### src/rtl/crt_pkg.sv
// Shared types and constants for the CSV row tokenizer.
package crt_pkg;

	// Default sizing handed to the top level
	localparam int DEF_MAX_FIELDS  = 8;
	localparam int DEF_FIELD_BYTES = 4096;

	// Characters with a meaning to the parser
	localparam logic [7:0] CH_NL    = 8'd10;
	localparam logic [7:0] CH_QUOTE = 8'd34;
	localparam logic [7:0] CH_COMMA = 8'd44;

	// Parser phase within a row
	typedef enum logic [2:0] {
		PH_START  = 3'd0,
		PH_PLAIN  = 3'd1,
		PH_QUOTED = 3'd2,
		PH_QSEEN  = 3'd3,
		PH_SKIP   = 3'd4
	} crt_phase_t;

	// Fault codes
	typedef enum logic [1:0] {
		ERR_UNBALANCED = 2'd0,
		ERR_FIELDS     = 2'd1,
		ERR_LENGTH     = 2'd2,
		ERR_STRAY      = 2'd3
	} crt_err_t;

	// One input byte of text
	typedef struct packed {
		logic [7:0] byte_value;
		logic       last_byte;
	} crt_item_t;

	// One result token
	typedef struct packed {
		logic        has_byte;
		logic [7:0]  out_byte;
		logic [2:0]  field_index;
		logic        field_end;
		logic [11:0] field_length;
		logic        row_end;
		logic        error_flag;
		crt_err_t    error_code;
	} crt_res_t;

endpackage

### src/rtl/csv_row_tokenizer_top.sv
// Top level of the CSV row tokenizer: stream ports, input and result registers.
//
// Usage: CSV text enters one byte per request on the s_ channel; s_tlast flags
// the final byte of the data. Tokens leave on the m_ channel: a content byte
// with its field index, a field end with the field length, a row end (m_tlast)
// on the field that closes a row, or a single error token.
// Path: an accepted byte is held in the input register, decoded from it by
// crt_parse_core, and its token is loaded into the result register that drives m_tvalid.
// Bytes that produce no token (quotes, empty rows, skipped text) are absorbed without output.
// Throughput: one byte per cycle while the result register is free or being drained;
// the only loop is the parser state update in crt_parse_core.
// Reset: arst_n clears the parser to the start of a row, drops any pending
// byte and token, and clears a latched fault.
// Stall: while m_tready is low and a token is held, the parser stage halts and
// s_tready falls once the input register is occupied; no byte is lost.
// A fault emits one error token; all later bytes are accepted and dropped.
module csv_row_tokenizer_top #(
	parameter int MAX_FIELDS  = crt_pkg::DEF_MAX_FIELDS,
	parameter int FIELD_BYTES = crt_pkg::DEF_FIELD_BYTES
) (
	input  logic        clk,
	input  logic        arst_n,
	input  logic        s_tvalid,
	output logic        s_tready,
	input  logic [7:0]  s_tdata,  // [7:0] byte_value
	input  logic        s_tlast,  // last_byte
	output logic        m_tvalid,
	input  logic        m_tready,
	output logic [31:0] m_tdata,  // [7:0] out_byte, [10:8] field_index,
	                              // [22:11] field_length, [24:23] error_code, zero fill
	output logic [2:0]  m_tuser,  // [0] has_byte, [1] field_end, [2] error_flag
	output logic        m_tlast   // row_end
);

	logic               valid_s1;
	crt_pkg::crt_item_t item_s1;
	logic               out_valid_q;
	crt_pkg::crt_res_t  res_q;
	logic               advance, emit;
	crt_pkg::crt_res_t  res;

	// Result slot is free or being drained this cycle
	assign advance  = !out_valid_q || m_tready;
	assign s_tready = !valid_s1 || advance;

	// Input register
	always_ff @(posedge clk or negedge arst_n) begin
		if (!arst_n) begin
			valid_s1 <= 1'b0;
		end else if (s_tready) begin
			valid_s1 <= s_tvalid;
		end
	end

	always_ff @(posedge clk) begin
		if (s_tready && s_tvalid) begin
			item_s1.byte_value <= s_tdata;
			item_s1.last_byte  <= s_tlast;
		end
	end

	crt_parse_core #(
		.MAX_FIELDS  (MAX_FIELDS),
		.FIELD_BYTES (FIELD_BYTES)
	) u_core (
		.clk    (clk),
		.arst_n (arst_n),
		.step   (valid_s1 && advance),
		.item   (item_s1),
		.emit   (emit),
		.res    (res)
	);

	// Result register
	always_ff @(posedge clk or negedge arst_n) begin
		if (!arst_n) begin
			out_valid_q <= 1'b0;
		end else if (advance) begin
			out_valid_q <= valid_s1 && emit;
		end
	end

	always_ff @(posedge clk) begin
		if (advance) begin
			res_q <= res;
		end
	end

	// Pack the token onto the master side
	assign m_tvalid = out_valid_q;
	assign m_tdata  = {7'd0, res_q.error_code, res_q.field_length,
	                   res_q.field_index, res_q.out_byte};
	assign m_tuser  = {res_q.error_flag, res_q.field_end, res_q.has_byte};
	assign m_tlast  = res_q.row_end;

endmodule

### src/rtl/crt_parse_core.sv
// Parser state and per-byte token decode for the CSV row tokenizer.
module crt_parse_core #(
	parameter int MAX_FIELDS  = crt_pkg::DEF_MAX_FIELDS,
	parameter int FIELD_BYTES = crt_pkg::DEF_FIELD_BYTES
) (
	input  logic               clk,
	input  logic               arst_n,
	input  logic               step,
	input  crt_pkg::crt_item_t item,
	output logic               emit,
	output crt_pkg::crt_res_t  res
);

	localparam int FW = (MAX_FIELDS > 1) ? $clog2(MAX_FIELDS) : 1;
	localparam int LW = $clog2(FIELD_BYTES);

	crt_pkg::crt_phase_t phase_q, nxt_phase;
	logic [FW-1:0] field_q, nxt_field;
	logic [LW-1:0] len_q, nxt_len, len_inc, rep_len;
	logic          started_q, nxt_started;
	logic          fault_q, nxt_fault;

	logic [7:0]  b;
	logic        last;
	logic        ender, skip, is_quote, is_comma;
	logic        at_max_field, len_full;
	logic        take_comma, take_plain, take_quoted, close, err, close_has;
	crt_pkg::crt_err_t err_code;
	logic [31:0] fidx_ext, len_ext;

	assign b        = item.byte_value;
	assign last     = item.last_byte;
	assign ender    = (b == crt_pkg::CH_NL) || (b == 8'd0);
	assign skip     = (b == 8'd0) && !last;
	assign is_quote = (b == crt_pkg::CH_QUOTE);
	assign is_comma = (b == crt_pkg::CH_COMMA);

	assign at_max_field = (field_q == FW'(MAX_FIELDS - 1));
	assign len_full     = (len_q >= LW'(FIELD_BYTES - 1));
	assign len_inc      = len_q + 1'b1;
	assign fidx_ext     = 32'(field_q);
	assign len_ext      = 32'(rep_len);

	// Hold parser state; advance only on a consumed byte
	always_ff @(posedge clk or negedge arst_n) begin
		if (!arst_n) begin
			phase_q   <= crt_pkg::PH_START;
			field_q   <= '0;
			len_q     <= '0;
			started_q <= 1'b0;
			fault_q   <= 1'b0;
		end else begin
			phase_q   <= nxt_phase;
			field_q   <= nxt_field;
			len_q     <= nxt_len;
			started_q <= nxt_started;
			fault_q   <= nxt_fault;
		end
	end

	// Decode the byte against the current phase
	always_comb begin
		nxt_phase   = phase_q;
		nxt_field   = field_q;
		nxt_len     = len_q;
		nxt_started = started_q;
		nxt_fault   = fault_q;
		take_comma  = 1'b0;
		take_plain  = 1'b0;
		take_quoted = 1'b0;
		close       = 1'b0;
		close_has   = 1'b0;
		err         = 1'b0;
		err_code    = crt_pkg::ERR_UNBALANCED;
		rep_len     = len_q;
		emit        = 1'b0;
		res         = '0;
		res.field_index = fidx_ext[2:0];

		if (step && !fault_q) begin
			case (phase_q)
				crt_pkg::PH_START: begin
					if (ender) begin
						if (!started_q) begin
							// empty row: no token
							nxt_phase   = skip ? crt_pkg::PH_SKIP : crt_pkg::PH_START;
							nxt_field   = '0;
							nxt_len     = '0;
							nxt_started = 1'b0;
						end else begin
							close = 1'b1;
						end
					end else begin
						nxt_started = 1'b1;
						if (is_quote) begin
							if (last) begin
								err      = 1'b1;
								err_code = crt_pkg::ERR_UNBALANCED;
							end else begin
								nxt_phase = crt_pkg::PH_QUOTED;
							end
						end else if (is_comma) begin
							take_comma = 1'b1;
						end else begin
							nxt_phase  = crt_pkg::PH_PLAIN;
							take_plain = 1'b1;
						end
					end
				end
				crt_pkg::PH_PLAIN: begin
					if (ender) begin
						close = 1'b1;
					end else if (is_comma) begin
						take_comma = 1'b1;
					end else begin
						take_plain = 1'b1;
					end
				end
				crt_pkg::PH_QUOTED: begin
					if (ender) begin
						err      = 1'b1;
						err_code = crt_pkg::ERR_UNBALANCED;
					end else if (is_quote) begin
						if (last) begin
							close = 1'b1;
						end else begin
							nxt_phase = crt_pkg::PH_QSEEN;
						end
					end else begin
						take_quoted = 1'b1;
					end
				end
				crt_pkg::PH_QSEEN: begin
					if (is_quote) begin
						// doubled quote: one literal quote
						take_quoted = 1'b1;
						nxt_phase   = crt_pkg::PH_QUOTED;
					end else if (is_comma) begin
						take_comma = 1'b1;
					end else if (ender) begin
						close = 1'b1;
					end else begin
						err      = 1'b1;
						err_code = crt_pkg::ERR_STRAY;
					end
				end
				crt_pkg::PH_SKIP: begin
					// drop bytes up to the end of the line
					if ((b == crt_pkg::CH_NL) || last) begin
						nxt_phase   = crt_pkg::PH_START;
						nxt_field   = '0;
						nxt_len     = '0;
						nxt_started = 1'b0;
					end
				end
				default: begin
					nxt_phase = crt_pkg::PH_START;
				end
			endcase
		end

		// Comma: close the field, open the next one (row end if flagged last, fault at the field limit)
		if (take_comma) begin
			if (at_max_field) begin
				err      = 1'b1;
				err_code = crt_pkg::ERR_FIELDS;
			end else if (last) begin
				close = 1'b1;
			end else begin
				emit             = 1'b1;
				res.field_end    = 1'b1;
				res.field_length = len_ext[11:0];
				nxt_field        = field_q + 1'b1;
				nxt_len          = '0;
				nxt_phase        = crt_pkg::PH_START;
			end
		end

		// Content byte: grow the field (fault when full; if flagged last, row end when plain, fault when quoted)
		if (take_plain || take_quoted) begin
			if (len_full) begin
				err      = 1'b1;
				err_code = crt_pkg::ERR_LENGTH;
			end else begin
				nxt_len = len_inc;
				rep_len = len_inc;
				if (last) begin
					if (take_plain) begin
						close     = 1'b1;
						close_has = 1'b1;
					end else begin
						err      = 1'b1;
						err_code = crt_pkg::ERR_UNBALANCED;
					end
				end else begin
					emit         = 1'b1;
					res.has_byte = 1'b1;
					res.out_byte = b;
				end
			end
		end

		// Row end: report the last field and restart the row
		if (close) begin
			emit             = 1'b1;
			res.has_byte     = close_has;
			res.out_byte     = close_has ? b : 8'd0;
			res.field_end    = 1'b1;
			res.field_length = len_ext[11:0];
			res.row_end      = 1'b1;
			nxt_phase        = skip ? crt_pkg::PH_SKIP : crt_pkg::PH_START;
			nxt_field        = '0;
			nxt_len          = '0;
			nxt_started      = 1'b0;
		end

		// Fault: one error token, then latch
		if (err) begin
			emit           = 1'b1;
			res            = '0;
			res.error_flag = 1'b1;
			res.error_code = err_code;
			nxt_fault      = 1'b1;
		end
	end

	// Fault stays latched until reset
	a_fault_sticky: assert property (@(posedge clk) disable iff (!arst_n)
		fault_q |=> fault_q)
		else $error("fault flag cleared without reset");

	// Nothing is emitted once a fault is latched
	a_quiet_after_fault: assert property (@(posedge clk) disable iff (!arst_n)
		fault_q |-> !emit)
		else $error("token emitted after fault");

	// Field counter stays within the row limit
	a_field_range: assert property (@(posedge clk) disable iff (!arst_n)
		field_q <= FW'(MAX_FIELDS - 1))
		else $error("field index beyond limit");

	// A skipped line never counts as a started row
	a_skip_clean: assert property (@(posedge clk) disable iff (!arst_n)
		(phase_q == crt_pkg::PH_SKIP) |-> (!started_q && field_q == '0 && len_q == '0))
		else $error("skip phase with open row state");

endmodule

### config.mk
export PLATFORM = sky130hd
export DESIGN_NAME = csv_row_tokenizer_top
export DESIGN_NICKNAME = d
export VERILOG_FILES = /design/src/rtl/crt_pkg.sv /design/src/rtl/csv_row_tokenizer_top.sv /design/src/rtl/crt_parse_core.sv
export SDC_FILE = /design/constraint.sdc
export NUM_CORES = 1
export LEC_CHECK = 0
export CAP_MARGIN = 20
export CORE_MARGIN = 1.5
export CORE_UTILIZATION = 61
export DETAILED_ROUTE_END_ITERATION = 16
export DONT_BUFFER_PORTS = 1
export GPL_TIMING_DRIVEN = 0
export HOLD_SLACK_MARGIN = 0.1
export PLACE_DENSITY = 0.82
export SETUP_SLACK_MARGIN = 0.2
export SYNTH_ARGS = -nofsm -noshare
export SYNTH_HDL_FRONTEND = slang
export SYNTH_SLANG_ARGS = --single-unit
### constraint.sdc
create_clock -name clk -period 5.1 [get_ports clk]
set_input_delay 1.02 -clock clk [delete_from_list [all_inputs] [get_ports clk]]
set_output_delay 1.02 -clock clk [all_outputs]
set_load 0.01 [all_outputs]
==> impl_results.md <==
- Status: finished, final reports clean
- Fmax: 289.4 MHz
- Initial Util: 0.6358
- DPL Wire Length: 3906 um
- R2R Path Start: m_tvalid$_DFFE_PN0P_
- Ys async rst share: 0.3667
- Fin. Hold Viols: 0
- Tmin final: 3.455 ns
- Vias: 2192
- IO buf count: 0
- Vias in the first global route: 1978
- DIE WIDTH: 73.40 um
- MaxCap Viol Count: 0
- Clock buffer depth: 2
- CTS tree: built
- CP dominant cell by count: clkbuf_1
- Worst Slack Setup Final: 1.645 ns
- Post-CTS Setup Bufs: 0
- Initial antenna violation count: 0
- Fraction of layout cells with a size suffix above 1: 0.1172
- Setup Skew: 0.006790 ns
- Post-cts resize count: 0
- Final WL: 5715 um
- Core area: 4755 um^2
- Initial DRC Count: 216
- Fill cell count: 355
- Setup TNS: 0 ns
- Final ANT Viol Nets: 0
- First-pass GRT wire length: 9390 um
- Sum of buffers and inverters on the critical path: 3
- Worst path max stage delay: 0.47 ns
- Total area of sequential cells: 1692 um^2
- DR WL/cell: 16.01 um
- Clock slew at reported path FFs: 0.06 ns
- CP max-delay cell: clkbuf_2
- Crit-path leading delay family: buffers and inverters
- Crit path cell chain: nand2b_1, clkbuf_2, and3_1, clkbuf_1, and2_1, a211oi_2, clkbuf_1, a21oi_1
- DIE HEIGHT: 73.40 um
- Nets: 301
- Area occupied by multi-input gates: 1206 um^2
- Critical Path Fanout Max: 35
- Synth Register Bits: 60
- Cts bufs inserted: 9
- Area growth, synth to finish: 9.396%
- RePlAce Congestion: 0.9527
- Warning count from the yosys run: 0
- GR Util met3: 0.07956
- Primary FF master, synth: edfxtp_1
- Sequential element share of the synthesized area: 0.5596
- Crit path kind: input pin to flip-flop
- Slew @ Worst Pin: 0.8149 ns
- Crit start category: input pin
- Critical Path Sink Type: flip-flop
- Post-synth cell types: 58
- Avg Cell Area, Syn: 11.28 um^2
- Max_slew headroom: 0.4567
- Cts hold-fix bufs: 0
- PD cells: 410.0 nW/um^2
- CP Launch Point: m_tready
- Hold crit path type: input pin to asynchronous set/reset pin
- Final worst-path cycle share: 0.6774
- Layout Utilization: 0.6955
- Clk sinks: 60
- CTS H-tree lvls: 3
- Layer with the highest usage: met2
- EDFF count, synth: 38
- Diodes inserted: 0
- Pre-antenna DRT Iters: 4
- I/O Pins: 51
- Root buf cell: clkbuf_8
- Latest clock arrival within the worst-skew pair: 0.34 ns
- Row cnt: 25
- Syn Inst Count: 268
- GRT Overall Usage: 0.2355
- Worst Path Required: 5.16 ns
- Mapped cell area: 3023 um^2
- DR DRC count: 0
- Largest net degree at the start of global routing: 36
- Final Setup Violations: 0
- Gr ovfl total: 0
- Met1 Use GR: 0.3028
- Place WS: 1.301 ns
- RSZ-0062 raised after global routing: no
- Final slew viol count: 0
- Vias per Instance: 6.140
- Worst IR Drop VDD: 212.2 uV
- Critical Path AT: 3.51 ns
- Die Footprint: 5387 um^2
- M2 GR Usage: 0.3667
- Pleak: 1.324 nW
==> cell type report <==
| class | instances | area share |
|---|---|---|
| Sequential cell | 60 | 0.5115 |
| Clock inverter | 3 | 0.01135 |
| Clock buffer | 13 | 0.04200 |
| Buffer | 19 | 0.03594 |
| Inverter | 8 | 0.009081 |
| Tap cell | 67 | 0.02535 |
| Multi-Input combinational cell | 187 | 0.3647 |
==> stage by stage <==
stage          area [um^2]  power [W]  hold WS (ns)  cells
2_1_floorplan         3045  0.0009041        0.4354    274
3_3_place_gp          3129  0.0009615        0.4536    341
3_5_place_dp          3131  0.0009687        0.4621    341
4_1_cts               3307   0.001362        0.3573    357
5_1_grt               3307   0.001419        0.3507    357
6_report              3307   0.001356        0.3725    357
==> cells in the mapped netlist, types with 2 or more instances <==
cell / count / share of area
inv_1: 8 / 0.0099
buf_4: 8 / 0.020
a22oi_1: 4 / 0.0099
or3_1: 5 / 0.010
o21ai_0: 13 / 0.022
nor2b_1: 4 / 0.0083
o21bai_1: 2 / 0.0050
nor4_1: 5 / 0.010
nand2b_1: 3 / 0.0062
buf_6: 2 / 0.0074
and2_1: 12 / 0.025
and3_1: 10 / 0.021
nand2_1: 11 / 0.014
nand3_1: 8 / 0.013
clkbuf_1: 8 / 0.0099
dfrtp_1: 22 / 0.18
nand4_1: 13 / 0.027
edfxtp_1: 38 / 0.38
nor3_1: 4 / 0.0066
a21oi_1: 28 / 0.046
mux2i_1: 2 / 0.0066
and4_1: 4 / 0.012
xnor2_1: 3 / 0.0087
ha_1: 3 / 0.012
nor2_1: 15 / 0.019
==> path summary, 6_finish.rpt <==
path	cells after the start	slack, ns	endpoint
worst max-delay path	8	1.65	m_tdata[21]$_SDFFCE_PP0P_
worst min-delay path	0	0.37	u_core.len_q[11]$_DFF_PN0_
worst max register to register	8	1.96	m_tdata[21]$_SDFFCE_PP0P_
worst min register to register	1	0.47	u_core.fault_q$_DFFE_PN0P_
max in group asynchronous	0	4.64	valid_s1$_DFFE_PN0N_
min in group clk	1	0.47	u_core.fault_q$_DFFE_PN0P_
==> layout by cell type (no fill, tap or decap), types with 7 or more instances in the layout <==
| cell type | n |
|---|---|
| clkbuf_8 | 9 |
| dfrtp_1 | 22 |
| nand4_1 | 13 |
| and3_1 | 10 |
| and2_1 | 12 |
| buf_4 | 8 |
| edfxtp_1 | 38 |
| o21ai_0 | 13 |
| clkbuf_1 | 11 |
| nand3_1 | 8 |
| a21oi_1 | 28 |
| nor2_1 | 15 |
| nand2_1 | 11 |
| conb_1 | 7 |
| inv_1 | 8 |
==> where the power goes <==
| group | switching [W] | internal (W) | leakage [nW] |
|---|---|---|---|
| clock network | 0.000169 | 0.000223 | 0.0867 |
| registers | 0.0000871 | 0.000638 | 0.722 |
| logic | 0.000164 | 0.0000749 | 0.515 |
==> routing by layer <==
metal | share of wire | routed length (um)
met1 | 0.44 | 2524
met2 | 0.49 | 2773
met3 | 0.058 | 332
met4 | 0.015 | 84
met5 | 0 | 0
==> sequential cells by signal, summed over array words and instances (netlist names) <==
signal            count
u_core.len_q         12
m_tvalid              1
m_tuser               3
u_core.phase_q        3
u_core.field_q        3
m_tdata              25
item_s1               9
m_tlast               1
u_core.fault_q        1
valid_s1              1
u_core.started_q      1
==> kinds of logic after synthesis <==
| logic type | Yosys count | share of synthesized area |
|---|---|---|
| other cells | 1 | 0.001241 |
| fa+ha+maj | 4 | 0.01573 |
| compound gates | 64 | 0.1387 |
| buf+inv | 27 | 0.04884 |
| simple gates | 106 | 0.2177 |
| xor+xnor | 4 | 0.01159 |
| mux | 2 | 0.006623 |
| flops | 60 | 0.5596 |
Note: power is estimated with default switching activity, not from simulation.
